`config.mk`:
```
export PLATFORM = sky130hd
export DESIGN_NAME = akpb_cfg
export DESIGN_NICKNAME = d
export VERILOG_FILES = /design/src/rtl/core/akpb_pkg.sv /design/src/rtl/core/akpb_cfg.sv
export SDC_FILE = /design/constraint.sdc
export NUM_CORES = 1
export LEC_CHECK = 0
export ABC_AREA = 1
export BUFFER_PORTS_ARGS = -buffer_cell sky130_fd_sc_hd__buf_2
export CAP_MARGIN = 20
export CORE_ASPECT_RATIO = 0.9
export CORE_MARGIN = 1
export CORE_UTILIZATION = 40
export CTS_CLUSTER_SIZE = 14
export DETAILED_ROUTE_END_ITERATION = 6
export PLACE_DENSITY = 0.76
export SLEW_MARGIN = 20
export SYNTH_ARGS = -nofsm -noshare
export SYNTH_HDL_FRONTEND = slang
export SYNTH_SLANG_ARGS = --single-unit
```
`constraint.sdc`:
```
create_clock -name clk_i -period 1.35 [get_ports clk_i]
set_input_delay 0.135 -clock clk_i [delete_from_list [all_inputs] [get_ports clk_i]]
set_output_delay 0.135 -clock clk_i [all_outputs]
set_load 0.01 [all_outputs]
```
`src/rtl/core/akpb_pkg.sv`:
```
// ----------------------------------------------------------------------------
// akpb_pkg: shared types and constants for the additive key pixel blend
// Register map, luma modes, pixel and config structs, pipeline geometry.
// ----------------------------------------------------------------------------
package akpb_pkg;

  localparam int unsigned PixW       = 24;  // pixel field, signed Q11.12
  localparam int unsigned DiffW      = 25;  // screen minus reference
  localparam int unsigned AddrW      = 5;   // eight 32-bit registers
  localparam int unsigned DataW      = 32;

  // pipeline geometry: luma front end, then per-channel key back end
  localparam int unsigned LumaStages = 4;
  localparam int unsigned ChanStages = 6;
  localparam int unsigned NumStages  = LumaStages + ChanStages;

  // Q0.16 luma weights (each set sums to 1.0)
  localparam logic signed [16:0] Rec709R  = 17'sd13933;
  localparam logic signed [16:0] Rec709G  = 17'sd46871;
  localparam logic signed [16:0] Rec709B  = 17'sd4732;
  localparam logic signed [16:0] Ccir601R = 17'sd19595;
  localparam logic signed [16:0] Ccir601G = 17'sd38470;
  localparam logic signed [16:0] Ccir601B = 17'sd7471;

  // average: floor((sum + 1) / 3), biased by 3 * 2^24 to stay non-negative
  localparam logic [26:0] AvgBias    = 27'd50331649;
  localparam logic [25:0] AvgOffset  = 26'd16777216;
  localparam logic [31:0] RecipThird = 32'hAAAA_AAAB;  // ceil(2^33 / 3)

  localparam logic signed [26:0] KeyLimit = 27'sd4096000;  // 1000.0 in Q11.12
  localparam logic signed [PixW-1:0] PixMax = 24'sh7F_FFFF;
  localparam logic signed [PixW-1:0] PixMin = 24'sh80_0000;

  typedef enum logic [2:0] {
    RegRefRed         = 3'd0,
    RegRefGreen       = 3'd1,
    RegRefBlue        = 3'd2,
    RegLumaMode       = 3'd3,
    RegSaturation     = 3'd4,
    RegHighlightGain  = 3'd5,
    RegNegativeGain   = 3'd6,
    RegNegativeEnable = 3'd7
  } akpb_reg_e;

  typedef enum logic [1:0] {
    LumaRec709  = 2'd0,
    LumaCcir601 = 2'd1,
    LumaAverage = 2'd2,
    LumaMaximum = 2'd3
  } akpb_luma_e;

  typedef struct packed {
    logic signed [PixW-1:0] red;
    logic signed [PixW-1:0] green;
    logic signed [PixW-1:0] blue;
  } akpb_rgb_t;

  typedef struct packed {
    logic signed [DiffW:0] red;
    logic signed [DiffW:0] green;
    logic signed [DiffW:0] blue;
  } akpb_diff_t;

  typedef struct packed {
    logic signed [PixW-1:0] ref_red;
    logic signed [PixW-1:0] ref_green;
    logic signed [PixW-1:0] ref_blue;
    akpb_luma_e             luma_mode;
    logic [16:0]            sat_eff;    // saturation limited to 1.0
    logic [14:0]            highlight_gain;
    logic [14:0]            negative_gain;
    logic                   negative_enable;
  } akpb_cfg_t;

  typedef struct packed {
    logic [NumStages-1:0] en;  // load enable per register stage
  } akpb_pipe_t;

endpackage

```
`src/rtl/core/akpb_cfg.sv`:
```
// ----------------------------------------------------------------------------
// akpb_cfg: APB register file
// Eight keyer registers at word addresses, write on access phase, read mux.
// ----------------------------------------------------------------------------
module akpb_cfg (
  input  logic                      clk_i,
  input  logic                      rst_ni,
  input  logic                      psel_i,
  input  logic                      penable_i,
  input  logic                      pwrite_i,
  input  logic [akpb_pkg::AddrW-1:0] paddr_i,
  input  logic [akpb_pkg::DataW-1:0] pwdata_i,
  output logic [akpb_pkg::DataW-1:0] prdata_o,
  output logic                      pready_o,
  output akpb_pkg::akpb_cfg_t       cfg_o
);
  import akpb_pkg::*;

  logic signed [PixW-1:0] ref_red_q, ref_green_q, ref_blue_q;
  akpb_luma_e             luma_mode_q;
  logic [16:0]            saturation_q;
  logic [14:0]            highlight_gain_q, negative_gain_q;
  logic                   negative_enable_q;
  logic                   wr_en;
  akpb_reg_e              reg_sel;

  assign wr_en    = psel_i && penable_i && pwrite_i;
  assign reg_sel  = akpb_reg_e'(paddr_i[4:2]);
  assign pready_o = 1'b1;

  always_ff @(posedge clk_i or negedge rst_ni) begin
    if (!rst_ni) begin
      ref_red_q         <= '0;
      ref_green_q       <= '0;
      ref_blue_q        <= '0;
      luma_mode_q       <= LumaRec709;
      saturation_q      <= '0;
      highlight_gain_q  <= '0;
      negative_gain_q   <= '0;
      negative_enable_q <= 1'b0;
    end else if (wr_en) begin
      unique case (reg_sel)
        RegRefRed:         ref_red_q         <= pwdata_i[PixW-1:0];
        RegRefGreen:       ref_green_q       <= pwdata_i[PixW-1:0];
        RegRefBlue:        ref_blue_q        <= pwdata_i[PixW-1:0];
        RegLumaMode:       luma_mode_q       <= akpb_luma_e'(pwdata_i[1:0]);
        RegSaturation:     saturation_q      <= pwdata_i[16:0];
        RegHighlightGain:  highlight_gain_q  <= pwdata_i[14:0];
        RegNegativeGain:   negative_gain_q   <= pwdata_i[14:0];
        RegNegativeEnable: negative_enable_q <= pwdata_i[0];
        default: ;
      endcase
    end
  end

  always_comb begin
    unique case (reg_sel)
      RegRefRed:         prdata_o = DataW'(ref_red_q);
      RegRefGreen:       prdata_o = DataW'(ref_green_q);
      RegRefBlue:        prdata_o = DataW'(ref_blue_q);
      RegLumaMode:       prdata_o = DataW'(luma_mode_q);
      RegSaturation:     prdata_o = DataW'(saturation_q);
      RegHighlightGain:  prdata_o = DataW'(highlight_gain_q);
      RegNegativeGain:   prdata_o = DataW'(negative_gain_q);
      RegNegativeEnable: prdata_o = DataW'(negative_enable_q);
      default:           prdata_o = '0;
    endcase
  end

  always_comb begin
    cfg_o.ref_red         = ref_red_q;
    cfg_o.ref_green       = ref_green_q;
    cfg_o.ref_blue        = ref_blue_q;
    cfg_o.luma_mode       = luma_mode_q;
    // anything above 1.0 acts as 1.0
    cfg_o.sat_eff         = saturation_q[16] ? 17'h10000 : saturation_q;
    cfg_o.highlight_gain  = highlight_gain_q;
    cfg_o.negative_gain   = negative_gain_q;
    cfg_o.negative_enable = negative_enable_q;
  end

endmodule

```
# == After elaboration in Yosys (flattened, before gate mapping) ==
# Cells that the tools add are included.
# op_classes
addsub,0
magnitude_cmp,0
bitwise,0
n_div,0
mux,2
shifts,0
n_reduce_logical,11
n_mul,0
eq_ne,7
# op_table
cell,count
case mux 32 bit (8 select lines),1
2-to-1 mux 17 bit,1
AND reduction 2 bit,8
"== test 3 bit, second input constant",4
"== test 3 x 2 -> 1 bit, second input constant",2
"== test 3 x 1 -> 1 bit, second input constant",1
zero test 3 bit,1
logical AND 1 bit,2
# word_totals
memories,0
register_bits,122
elab_cells,28
ramBits,0
latch_bits,0
mem_bits_ro,0
input_bits,42

# == Longest topological paths before layout ==
# logic_depth
ltp_word,3
depth_mapped,9

# == Least setup slack after synthesis ==
# Ideal clock, no wire load.
# synth_path
kind,input to output
startpoint,input port paddr_i[2] in the netlist's numbering
endpoint,output port prdata_o[24] in the netlist's numbering
arrival_time_ps,1301
path_slack_ps,-86
cell_stages,8
cell_sequence,buf_4 nor2_4 nand2_1 inv_1 buf_2 nand2_1 nand3_1 buf_4
# synth_between
elab_chain_len,2
# synth_rtl
item,line_no,source
from (decl),akpb_cfg.sv:11,"input logic [akpb_pkg::AddrW-1:0] paddr_i,"
"== test 3 bit, or another cell as far along",akpb_cfg.sv:57,unique case (reg_sel)
case mux 32 bit (8 select lines) (*),akpb_cfg.sv:57,
to (decl),akpb_cfg.sv:13,"output logic [akpb_pkg::DataW-1:0] prdata_o,"
# Mark *: on every way between the ends. The rest lies on a longest branch, timed or not.

# == Final worst setup path ==
# layout_path
startpoint,register highlight_gain_q[5]
endpoint,output port prdata_o[5] in the netlist's numbering
# layout_between
elab_chain_len,1
# layout_rtl
item,line_no,source
from (decl),akpb_cfg.sv:22,"logic [14:0] highlight_gain_q, negative_gain_q;"
from (signal assigned),akpb_cfg.sv:48,RegHighlightGain: highlight_gain_q <= pwdata_i[14:0];
case mux 32 bit (8 select lines),akpb_cfg.sv:57,
# Every way passes these cells.

==> summary.txt <==
Status
  – Outcome: complete, but fails checks
  – Violated checks: setup timing

Floorplanning
  – DIE AREA: between 10000 and 15000 um^2
  – Die Ht: roughly 120 um
  – Chip width: between 100 and 150 um
  – Core Footprint: about 14000 um^2
  – IO Pins: a little under 200
  – Starting Density: 0.411
  – Site Rows: 41

Timing
  – Worst setup margin: -0.202 ns
  – Crit share post-route: 1.15
  – Min Tclk post-route: about 1.6 ns
  – Final Hold Violating Endpoints: 0
  – Unrepaired setup endpoints after global routing: yes
  – Setup_tns: -1.89 ns
  – F_max: 644 MHz
  – # setup viols final: 25
  – Pins Over Slew Limit: 0
  – Worst clock skew: 0 ns

Power and ir drop
  – Total power: 0.0134 W
  – PwrDens: roughly 1600 nW/um^2
  – Leak: ~4.4 nW
  – Worst vdd ir: about 0.0010 V

Placed design
  – GPL Wtd Cong: 0.907
  – # port buffers: 185
  – Worst slack, placed: -0.0644 ns
  – Post-DP HPWL: approximately 13 mm
  – Placed Cells incl. Taps: between 1000 and 1500

Worst setup path
  – CP Launch Type: flop
  – Crit Path Category: reg2out
  – Critical Path Fanout Max: 3
  – Critical-path cell list: nand4_1, nand2_1, nor2_2, nand3b_1, buf_2
  – Crit path max-delay cell type: dfrtp_1
  – CP peak stage delay: slightly below 0.4 ns
  – Worst Setup End Kind: output port
  – WP data arrival: approximately 1.4 ns
  – Critical Path RT: roughly 1.2 ns

Synth
  – Sequential share of the synthesized area: 0.526
  – Synth cell types: 27
  – Syn nets: 758
  – Synthesized area: 5800 um^2
  – Average size of a mapped cell: about 8.1 um^2
  – Yosys warns: 0
  – Primary FF master, synth: dfrtp_1
  – Post-synthesis async set-or-reset flop share: 1.00
  – Register bit total from synthesis: between 100 and 150
  – Cells after Synth: about 700
  – EDFF count, synth: 0

Global route
  – First-pass GRT wire length: 28.6 mm
  – Largest net degree at the start of global routing: 71
  – Initial antenna violation count: 0
  – Global-route usage over all layers: 0.254
  – Number of global-route vias before repair: around 5600
  – Gr ovfl total: 0

Drt
  – DR WL/cell: 16.3 um
  – Drt via density: 5.15
  – Residual DRC: 0
  – Vias: around 6000
  – Post-Route WL: between 15 and 20 mm
  – Number of detailed-route iterations in the first pass: 6
  – Post-route ant nets: 0
  – DRT iter0 DRCs: 472

CTS
  – Clock-pin slew on the worst setup and hold paths: around 0.050 ns
  – Clock buffer count from CTS: 17
  – CTS tree: yes
  – Worst skew pair latency: between 0.4 and 0.5 ns
  – H-tree lvl count: 4
  – CTS sink count: roughly 120
  – Max clock buf depth: 2
  – CTS root buffer: clkbuf_16

Cells and area
  – ANT cells: 0
  – Area Overhead vs Synth: 44.1%
  – Post-layout net count: roughly 1000
  – Non-Filler Instances: 1161
  – Share of layout cells above drive strength 1: 0.342

Run
  – Max-Cap Viols: 0

Hold path
  – Min-Delay Path Class: in2reg
## logic make-up after synthesis
family / count (synthesis) / synth area share
compound gates: 122 / 0.108
buf+inv: 121 / 0.0973
flops: 122 / 0.526
other cells: 1 / 0.000647
simple gates: 350 / 0.268
## timing repair
action / CTS / global route
endpoints found under the hold margin: 161 / 0
gates cloned: 0 / 1
setup endpoints to repair: 39 / 48
pin swaps: 25 / 29
hold buffers: 22 / 0
gates resized for setup: 25 / 24
setup buffers: 23 / 11
## path summary, 6_finish.rpt
path	startpoint	slack, ns	endpoint	cells past startpoint
max reg2reg	highlight_gain_q[13]$_DFFE_PN0P_	0.43	highlight_gain_q[13]$_DFFE_PN0P_	4
max	highlight_gain_q[5]$_DFFE_PN0P_	-0.20	prdata_o[5]	5
min	pwdata_i[18]	0.01	ref_red_q[18]$_DFFE_PN0P_	3
max in group asynchronous	rst_ni	0.72	saturation_q[5]$_DFFE_PN0P_	3
min reg2reg	ref_green_q[20]$_DFFE_PN0P_	0.51	ref_green_q[20]$_DFFE_PN0P_	2
min in group asynchronous	rst_ni	0.28	ref_red_q[19]$_DFFE_PN0P_	3
## metal layers
layer / part of all wire / wire, um / vias up / track usage
met5: 0 / 0 / - / 0
met4: 0.023 / 427 / 0 / 0.102
met3: 0.084 / 1590 / 34 / 0.0591
met2: 0.49 / 9250 / 310 / 0.432
met1: 0.40 / 7670 / 2820 / 0.315
li1: - / - / 2812 / -
## placed cells by master, fill, tap and decap left out, types with 2 or more instances in the layout
cell type,synthesis,layout
nand3_4,0,2
nor3_1,2,2
buf_2,13,171
dlygate4sd3_1,0,22
bufinv_16,0,3
nand4_1,49,49
nor2_4,1,2
nand3_2,1,3
clkbuf_16,0,17
nand3_1,27,24
nand2_1,162,159
nor2_1,92,73
clkbuf_1,20,2
o21ai_2,4,4
buf_4,16,60
dfrtp_1,122,122
nor2_2,1,19
buf_6,4,12
clkinv_2,0,3
nand2_2,1,4
inv_1,59,51
o21ai_0,57,57
buf_12,0,13
nand3b_1,13,13
o21ai_1,21,21
inv_2,2,9
clkbuf_8,0,5
a21oi_1,40,40
## worst max-delay path, delay by kind of cell (launching register included)
kind | cells | cell delay, ns
buf+inv | 1 | 0.17
flops | 1 | 0.39
simple gates | 4 | 0.45
## cell usage after synthesis, types with 13 or more instances
| cell type | number | share of area |
|---|---|---|
| nand3b_1 | 13 | 0.017 |
| nand2_1 | 162 | 0.10 |
| buf_4 | 16 | 0.021 |
| nand3_1 | 27 | 0.023 |
| o21ai_0 | 57 | 0.049 |
| clkbuf_1 | 20 | 0.013 |
| nor2_1 | 92 | 0.060 |
| nand4_1 | 49 | 0.053 |
| dfrtp_1 | 122 | 0.53 |
| buf_2 | 13 | 0.011 |
| inv_1 | 59 | 0.038 |
| a21oi_1 | 40 | 0.035 |
| o21ai_1 | 21 | 0.018 |
## cell type report
type	count	area [um^2]
clock buffers	24	502
clock inverters	7	113
fillers	1201	5750
inverters	63	244
multi-input cells	474	2280
flip-flops and latches	122	3050
well taps	193	241
repair buffers	278	1920
## flip-flops by register name, indices dropped and copies added (netlist names)
name	count
negative_gain_q	15
ref_green_q	24
highlight_gain_q	15
ref_red_q	24
ref_blue_q	24
luma_mode_q	2
saturation_q	17
negative_enable_q	1
## through the flow
step,hold slack [ns],instance area [um^2],util
6_report,0.0124,8360,0.592
5_1_grt,0.0316,8360,0.592
4_1_cts,0.00267,8170,0.579
3_5_place_dp,0.163,7100,0.503
3_3_place_gp,0.160,7100,0.503
2_1_floorplan,-0.161,5800,-
## power breakdown
group	total [W]	internal, W	switching (W)
clock	0.00473	0.00313	0.00160
combinational	0.00364	0.00162	0.00202
sequential	0.00503	0.00445	0.000582
total	0.0134	0.00920	0.00420
No activity file was read; power rests on OpenSTA's default activity.
