### config.mk
export PLATFORM = sky130hd
export DESIGN_NAME = akpb_luma
export DESIGN_NICKNAME = d
export VERILOG_FILES = /design/src/rtl/core/akpb_pkg.sv /design/src/rtl/core/akpb_luma.sv
export SDC_FILE = /design/constraint.sdc
export NUM_CORES = 2
export LEC_CHECK = 0
export BUFFER_PORTS_ARGS = -buffer_cell sky130_fd_sc_hd__buf_4
export CAP_MARGIN = 10
export CORE_MARGIN = 1
export CORE_UTILIZATION = 25
export CTS_CLUSTER_SIZE = 30
export DETAILED_ROUTE_END_ITERATION = 12
export GPL_TIMING_DRIVEN = 0
export SYNTH_ARGS = -nofsm -noshare
export SYNTH_HDL_FRONTEND = slang
export SYNTH_SLANG_ARGS = --single-unit
### constraint.sdc
create_clock -name clk_i -period 22.1 [get_ports clk_i]
set_clock_uncertainty 0.05 [all_clocks]
set_input_delay 4.42 -clock clk_i [delete_from_list [all_inputs] [get_ports clk_i]]
set_output_delay 4.42 -clock clk_i [all_outputs]
set_load 0.03 [all_outputs]
### src/rtl/core/akpb_pkg.sv
// ----------------------------------------------------------------------------
// akpb_pkg: shared types and constants for the additive key pixel blend
// Register map, luma modes, pixel and config structs, pipeline geometry.
// ----------------------------------------------------------------------------
package akpb_pkg;

  localparam int unsigned PixW       = 24;  // pixel field, signed Q11.12
  localparam int unsigned DiffW      = 25;  // screen minus reference
  localparam int unsigned AddrW      = 5;   // eight 32-bit registers
  localparam int unsigned DataW      = 32;

  // pipeline geometry: luma front end, then per-channel key back end
  localparam int unsigned LumaStages = 4;
  localparam int unsigned ChanStages = 6;
  localparam int unsigned NumStages  = LumaStages + ChanStages;

  // Q0.16 luma weights (each set sums to 1.0)
  localparam logic signed [16:0] Rec709R  = 17'sd13933;
  localparam logic signed [16:0] Rec709G  = 17'sd46871;
  localparam logic signed [16:0] Rec709B  = 17'sd4732;
  localparam logic signed [16:0] Ccir601R = 17'sd19595;
  localparam logic signed [16:0] Ccir601G = 17'sd38470;
  localparam logic signed [16:0] Ccir601B = 17'sd7471;

  // average: floor((sum + 1) / 3), biased by 3 * 2^24 to stay non-negative
  localparam logic [26:0] AvgBias    = 27'd50331649;
  localparam logic [25:0] AvgOffset  = 26'd16777216;
  localparam logic [31:0] RecipThird = 32'hAAAA_AAAB;  // ceil(2^33 / 3)

  localparam logic signed [26:0] KeyLimit = 27'sd4096000;  // 1000.0 in Q11.12
  localparam logic signed [PixW-1:0] PixMax = 24'sh7F_FFFF;
  localparam logic signed [PixW-1:0] PixMin = 24'sh80_0000;

  typedef enum logic [2:0] {
    RegRefRed         = 3'd0,
    RegRefGreen       = 3'd1,
    RegRefBlue        = 3'd2,
    RegLumaMode       = 3'd3,
    RegSaturation     = 3'd4,
    RegHighlightGain  = 3'd5,
    RegNegativeGain   = 3'd6,
    RegNegativeEnable = 3'd7
  } akpb_reg_e;

  typedef enum logic [1:0] {
    LumaRec709  = 2'd0,
    LumaCcir601 = 2'd1,
    LumaAverage = 2'd2,
    LumaMaximum = 2'd3
  } akpb_luma_e;

  typedef struct packed {
    logic signed [PixW-1:0] red;
    logic signed [PixW-1:0] green;
    logic signed [PixW-1:0] blue;
  } akpb_rgb_t;

  typedef struct packed {
    logic signed [DiffW:0] red;
    logic signed [DiffW:0] green;
    logic signed [DiffW:0] blue;
  } akpb_diff_t;

  typedef struct packed {
    logic signed [PixW-1:0] ref_red;
    logic signed [PixW-1:0] ref_green;
    logic signed [PixW-1:0] ref_blue;
    akpb_luma_e             luma_mode;
    logic [16:0]            sat_eff;    // saturation limited to 1.0
    logic [14:0]            highlight_gain;
    logic [14:0]            negative_gain;
    logic                   negative_enable;
  } akpb_cfg_t;

  typedef struct packed {
    logic [NumStages-1:0] en;  // load enable per register stage
  } akpb_pipe_t;

endpackage

### src/rtl/core/akpb_luma.sv
// ----------------------------------------------------------------------------
// akpb_luma: color difference and luma front end
// Four stages: difference, weight products, luma terms, luma select.
// ----------------------------------------------------------------------------
module akpb_luma (
  input  logic                 clk_i,
  input  akpb_pkg::akpb_cfg_t  cfg_i,
  input  akpb_pkg::akpb_pipe_t pipe_i,
  input  akpb_pkg::akpb_rgb_t  back_i,
  input  akpb_pkg::akpb_rgb_t  screen_i,
  output akpb_pkg::akpb_rgb_t  back_o,
  output akpb_pkg::akpb_diff_t diff_o,
  output logic signed [akpb_pkg::DiffW-1:0] luma_o
);
  import akpb_pkg::*;

  // stage 1
  logic signed [DiffW-1:0] d1_q [3];
  akpb_rgb_t               back1_q;
  // stage 2
  logic signed [41:0]      wp2_q [3];
  logic [26:0]             avgx2_q;
  logic signed [DiffW-1:0] max2_q;
  logic signed [DiffW-1:0] d2_q [3];
  akpb_rgb_t               back2_q;
  // stage 3
  logic signed [DiffW-1:0] wl3_q;
  logic [25:0]             quot3_q;
  logic signed [DiffW-1:0] max3_q;
  logic signed [DiffW-1:0] d3_q [3];
  akpb_rgb_t               back3_q;
  // stage 4
  logic signed [DiffW-1:0] luma4_q;
  logic signed [DiffW:0]   diff4_q [3];
  akpb_rgb_t               back4_q;

  logic signed [DiffW-1:0] d1_d [3];
  logic signed [PixW-1:0]  scr [3];
  logic signed [PixW-1:0]  refc [3];
  logic signed [16:0]      coef [3];
  logic signed [41:0]      wsum;
  logic [58:0]             avg_prod;
  logic signed [DiffW-1:0] max_d;
  logic [25:0]             avg_w;
  logic signed [DiffW-1:0] luma_d;

  always_comb begin
    scr[0]  = screen_i.red;
    scr[1]  = screen_i.green;
    scr[2]  = screen_i.blue;
    refc[0] = cfg_i.ref_red;
    refc[1] = cfg_i.ref_green;
    refc[2] = cfg_i.ref_blue;
    for (int i = 0; i < 3; i++) begin
      d1_d[i] = DiffW'(scr[i]) - DiffW'(refc[i]);
    end
  end

  always_ff @(posedge clk_i) begin
    if (pipe_i.en[0]) begin
      d1_q    <= d1_d;
      back1_q <= back_i;
    end
  end

  // stage 2: weighted products, biased sum for the average, running maximum
  always_comb begin
    if (cfg_i.luma_mode == LumaCcir601) begin
      coef[0] = Ccir601R;
      coef[1] = Ccir601G;
      coef[2] = Ccir601B;
    end else begin
      coef[0] = Rec709R;
      coef[1] = Rec709G;
      coef[2] = Rec709B;
    end
    max_d = d1_q[0];
    if (d1_q[1] > max_d) max_d = d1_q[1];
    if (d1_q[2] > max_d) max_d = d1_q[2];
  end

  always_ff @(posedge clk_i) begin
    if (pipe_i.en[1]) begin
      for (int i = 0; i < 3; i++) begin
        wp2_q[i] <= 42'(d1_q[i]) * 42'(coef[i]);
      end
      avgx2_q <= 27'(d1_q[0]) + 27'(d1_q[1]) + 27'(d1_q[2]) + AvgBias;
      max2_q  <= max_d;
      d2_q    <= d1_q;
      back2_q <= back1_q;
    end
  end

  // stage 3: round the weighted sum, divide the average by three
  assign wsum     = wp2_q[0] + wp2_q[1] + wp2_q[2] + 42'sd32768;
  assign avg_prod = 59'(avgx2_q) * 59'(RecipThird);

  always_ff @(posedge clk_i) begin
    if (pipe_i.en[2]) begin
      wl3_q   <= wsum[40:16];
      quot3_q <= avg_prod[58:33];
      max3_q  <= max2_q;
      d3_q    <= d2_q;
      back3_q <= back2_q;
    end
  end

  // stage 4: pick the luma, form per-channel distance from it
  assign avg_w = quot3_q - AvgOffset;

  always_comb begin
    unique case (cfg_i.luma_mode)
      LumaRec709, LumaCcir601: luma_d = wl3_q;
      LumaAverage:             luma_d = avg_w[DiffW-1:0];
      LumaMaximum:             luma_d = max3_q;
      default:                 luma_d = wl3_q;
    endcase
  end

  always_ff @(posedge clk_i) begin
    if (pipe_i.en[3]) begin
      luma4_q <= luma_d;
      for (int i = 0; i < 3; i++) begin
        diff4_q[i] <= (DiffW+1)'(d3_q[i]) - (DiffW+1)'(luma_d);
      end
      back4_q <= back3_q;
    end
  end

  assign back_o       = back4_q;
  assign luma_o       = luma4_q;
  assign diff_o.red   = diff4_q[0];
  assign diff_o.green = diff4_q[1];
  assign diff_o.blue  = diff4_q[2];

endmodule

After elaboration in Yosys (flattened, before gate mapping)
Memory sizes are Yosys's and may differ from the RTL's.
Cells that the tools add are included.
Word-level totals
  word-level logic and storage cells: 61
  memories: 2
  output and inout bits: 175
  register bits: 665
  RAM bits: 204
  input port bits: 277
Memories
  wp2_q: depth 3, bits a word 42, read ports 3, clocked after memory_dff 0, write ports 3, line akpb_luma.sv:21  | logic signed [41:0] wp2_q [3];
  diff4_q: depth 3, bits a word 26, read ports 3, clocked after memory_dff 0, write ports 3, line akpb_luma.sv:34  | logic signed [DiffW:0] diff4_q [3];
Cells by class
  muxes and demuxes: 8
  reduce and logical (&&, ||, !) cells: 2
  magnitude comparators: 2
  $add $sub $neg: 13
  multipliers: 4
  equality and inequality tests: 3
Operators with widths (number)
  25-bit by 17-bit multiplier with 42-bit output: 2
  41-bit adder: 2
  25-bit by 25-bit subtractor with 26-bit output: 3
  25-bit case mux with 3 select lines: 1
  24-bit by 24-bit subtractor with 25-bit output: 3
  27-bit by 32-bit multiplier with 58-bit output (second input constant): 1
  25-bit > comparator: 2
  25-bit 2-to-1 mux: 2
  49-bit 2-to-1 mux: 1
  41-bit by 17-bit adder with 41-bit output (second input constant): 1
  25-bit by 16-bit multiplier with 41-bit output: 1
  26-bit by 25-bit adder with 27-bit output: 1
  27-bit by 26-bit adder with 27-bit output (second input constant): 1
  25-bit by 25-bit adder with 26-bit output: 1
  25-bit subtractor (second input constant): 1
  2-bit == test (second input constant): 2
  1-bit 2-to-1 mux: 4
  2-bit by 1-bit == test with 1-bit output (second input constant): 1
  2-bit logical NOT: 1
  2-bit OR reduction: 1

Logic depth before layout (Yosys ltp)
  word-level depth: 4
  mapped depth: 32
  depth with buffers taken out: 27

Worst setup path after synthesis
Ideal clock, no wire load.
  path type: input port to flip-flop
  start point: input cfg_i[48] (netlist name)
  end point: memory wp2_q[0][38], data pin
  stages: 28
  library setup time: 259 ps
  arrival: 10867 ps
  setup slack: 10924 ps
  path through: clkbuf_1 -> nor2b_1 -> clkbuf_1 -> clkbuf_1 -> nand2_1 -> fa_1 -> fa_1 -> inv_1 -> fa_1 -> inv_1 -> fa_1 -> inv_1 -> fa_1 -> inv_1 -> fa_1 -> inv_1 -> ha_1 -> nand2_1 -> nor3_1 -> a21oi_1 -> o31ai_2 -> a31oi_1 -> o21ai_0 -> nand3_1 -> nand2_1 -> a21oi_1 -> o31a_1 -> xnor2_1
RTL lines
  start: declaration: line akpb_luma.sv:7  | input akpb_pkg::akpb_cfg_t cfg_i,
  end: declaration: line akpb_luma.sv:21

==> summary.txt <==
Detailed routing
  • Final Routed Wirelength: 234000 um
  • Via count: about 51000
  • Detailed Route Iter0 Violations: 3848
  • Routed Antenna Nets: 0
  • Drt pass-1 iters: 6
  • # DRC: 0
  • Vias per cell: 4.41
  • Wirelength per Cell: 20.2 um

Min path
  • Hold path startpoint: back2_q[16]
  • Min-delay worst type: reg -> reg
  • Worst Hold Path Cells: 0
  • Worst Hold Path EP: back3_q[16]

STA
  • Max Slew Vio Count: 0
  • Max_slew headroom: roughly 4.3%
  • Endpoints failing setup: 0
  • Worst-Margin Slew: 1.44 ns
  • Crit path time final: around 14 ns
  • Hold Vio Cnt, Final: 0
  • Sum Neg Setup Slack: 0 ns
  • Fmax: 72.2 MHz
  • Setup repair after global routing missed its margin: false
  • Period utilization: between 60% and 70%

Yosys
  • Seq cells post-synth: about 870
  • Register area share after synthesis: between 30% and 40%
  • Distinct cells, synth: 83
  • Syn avg cell area: 11.7 um^2
  • Post-synth top flop: edfxtp_1
  • Number of synthesis warnings: 0
  • Number of flops mapped to enable cells by yosys: roughly 870
  • Async set-reset flop share out of synthesis: 0%
  • Cell area after synthesis: 79000 um^2
  • Gate Count Post-Synth: 6765

Worst setup path
  • Crit-path max FO: 10
  • Arrival time at the worst endpoint: around 14 ns
  • R2R Setup Slk: 13.87 ns
  • CP endpoint kind: flip-flop
  • CP startpoint kind: input pin
  • Req. time, crit path: 22.51 ns
  • Capturing point of the worst reg2reg path: quot3_q[22]
  • Critical R2R Launch: avgx2_q[5]
  • Worst Setup Path Type: in -> reg
  • Depth of the worst register-to-register path: 23

Finish
  • Layout cells sized above 1: 8.33%
  • Non-Filler Instances: 11600
  • Syn-to-layout area delta: 15.7%
  • Most common cell after layout, fill and taps aside: inv_1
  • Commonest non-fill, non-tap cells in the layout: 1546 x inv_1, 1027 x fa_1, 1000 x ha_1
  • Nets: 9661
  • Fill cells: 32000
  • Util after Layout: 29.2%

Clock network
  • CTS tree: built
  • # Post-CTS Setup Buffers: 0
  • CTS resizes: 0
  • CTS root buf: clkbuf_16
  • Post-CTS Hold Buffers: 0
  • CTS sink cnt: 865
  • Htree depth: 3
  • TritonCTS buffer count: 91
  • Clk pin slew, worst setup/hold paths: 0.06 ns
  • Worst skew pair latency: 0.72 ns
  • Clk buf depth: 3

Run
  • Max Cap Viol: 0

Global routing
  • Antenna violations before repair: 35
  • Pin count of the biggest net entering global routing: 128
  • Global-route wire length before repair: roughly 340000 um
  • Gr ovfl total: 0
  • Vias in the first global route: ~54000
  • GRT Total Usage: around 15%

Place
  • Post-DP HPWL: approximately 200000 um
  • Cells after DPL: 11400
  • Port Buffer Count: 395
  • GPL Wtd Cong: 0.935

Floorplanning
  • Die area: around 320000 um^2
  • Die width: 564 um
  • Die height: 564 um
  • Core Rows: about 200
  • Starting density of the core: about a quarter
  • Core area: between 300000 and 400000 um^2
  • Top Ports: approximately 450

Outcome
  • Status: complete, no violations
[critical path, cell delays in order]
cell and delay [ns]:
clkbuf_1 0.67, nor2b_1 0.21, clkbuf_1 0.64, clkbuf_1 1.01
clkbuf_1 1.06, nand2_1 0.40, inv_1 0.20, fa_1 0.43
inv_1 0.09, fa_1 0.43, fa_1 0.50, fa_1 0.59
fa_1 0.44, fa_1 0.49, inv_1 0.04, ha_1 0.34
a21o_1 0.18, a21o_1 0.17, a21oi_1 0.21, o21ai_0 0.13
a31oi_1 0.43, o21bai_1 0.22, a21oi_1 0.25, o21ai_1 0.17
a41o_1 0.27, a21oi_1 0.16, xnor2_1 0.08
[flip-flops by register name (all words and copies together), names as in the netlist, 72 cells and up]
signal,count
wp2_q,122
diff4_q,78
d3_q,75
back3_q,72
back_o,72
d2_q,75
back2_q,72
d1_q,75
back1_q,72
[how the worst max path moves through the flow]
| stage | startpoint | end | slack [ns] | depth (start not counted) |
|---|---|---|---|---|
| finish | cfg_i[48] | wp2_q[0][41] | 8.24 | 27 |
| floorplan | cfg_i[48] | wp2_q[0][38] | 10.92 | 28 |
| CTS | cfg_i[48] | wp2_q[0][41] | 8.40 | 27 |
| global route | cfg_i[48] | wp2_q[0][41] | 8.03 | 29 |
| global placement | cfg_i[48] | wp2_q[0][81] | 7.65 | 26 |
| detailed placement | cfg_i[48] | wp2_q[0][41] | 7.65 | 27 |
[final cells by class]
type | instances | area (um^2) | share of cell area, %
clock inverter | 64 | 717 | 0.785
inverter | 1546 | 5800 | 6.35
timing repair buffer | 432 | 3870 | 4.23
tap | 4140 | 5180 | 5.67
antenna | 8 | 20.0 | 0.0219
clock buffer | 101 | 2340 | 2.56
multi-input combinational | 4345 | 47100 | 51.6
sequential | 865 | 26000 | 28.4
buffer | 76 | 292 | 0.319
[per-stage QoR]
stage	hold WS, ns	setup WS [ns]	instance area, um^2
after CTS	0.365	8.40	91300
after floorplan	0.350	10.92	79200
after global routing	0.371	8.03	91300
final	0.363	8.24	91300
after global placement	0.350	7.65	87300
after detailed placement	0.355	7.65	88300
[Yosys cell counts (all sizes together) (42+ instances only)]
cell type / n / area (um^2)
nor2: 291 / 1090
nor3: 53 / 265
ha: 1000 / 12500
o21ai: 183 / 920
fa: 1027 / 20600
o21a: 59 / 443
a21o: 143 / 1070
edfxtp: 865 / 26000
o21bai: 42 / 315
nand2b: 54 / 338
nand3: 48 / 240
mux2i: 74 / 741
clkbuf: 63 / 236
nor2b: 56 / 350
a21oi: 302 / 1520
xor2: 80 / 701
and2: 54 / 338
nand2: 281 / 1050
inv: 1546 / 5800
xnor2: 231 / 2020
[per-layer routing]
metal / track usage (%) / up-vias / wire (um)
met5: 0 / - / 27
met4: 5.30 / 4 / 9420
met3: 2.50 / 389 / 16100
met2: 24.3 / 1679 / 108000
met1: 19.1 / 25600 / 100000
li1: - / 23400 / -
[kinds of logic after synthesis]
logic type	count (synthesis)	share of synthesized area, %
mux	78	0.995
other cells	2	0.00951
fa+ha+maj	2027	41.9
flops	865	32.9
compound gates	917	7.47
xor+xnor	311	3.45
buf+inv	1622	7.72
simple gates	943	5.57
Power is left out: the tool's default activity adds up to more than one toggle a clock period on the data nets, which glitch-free logic cannot reach.
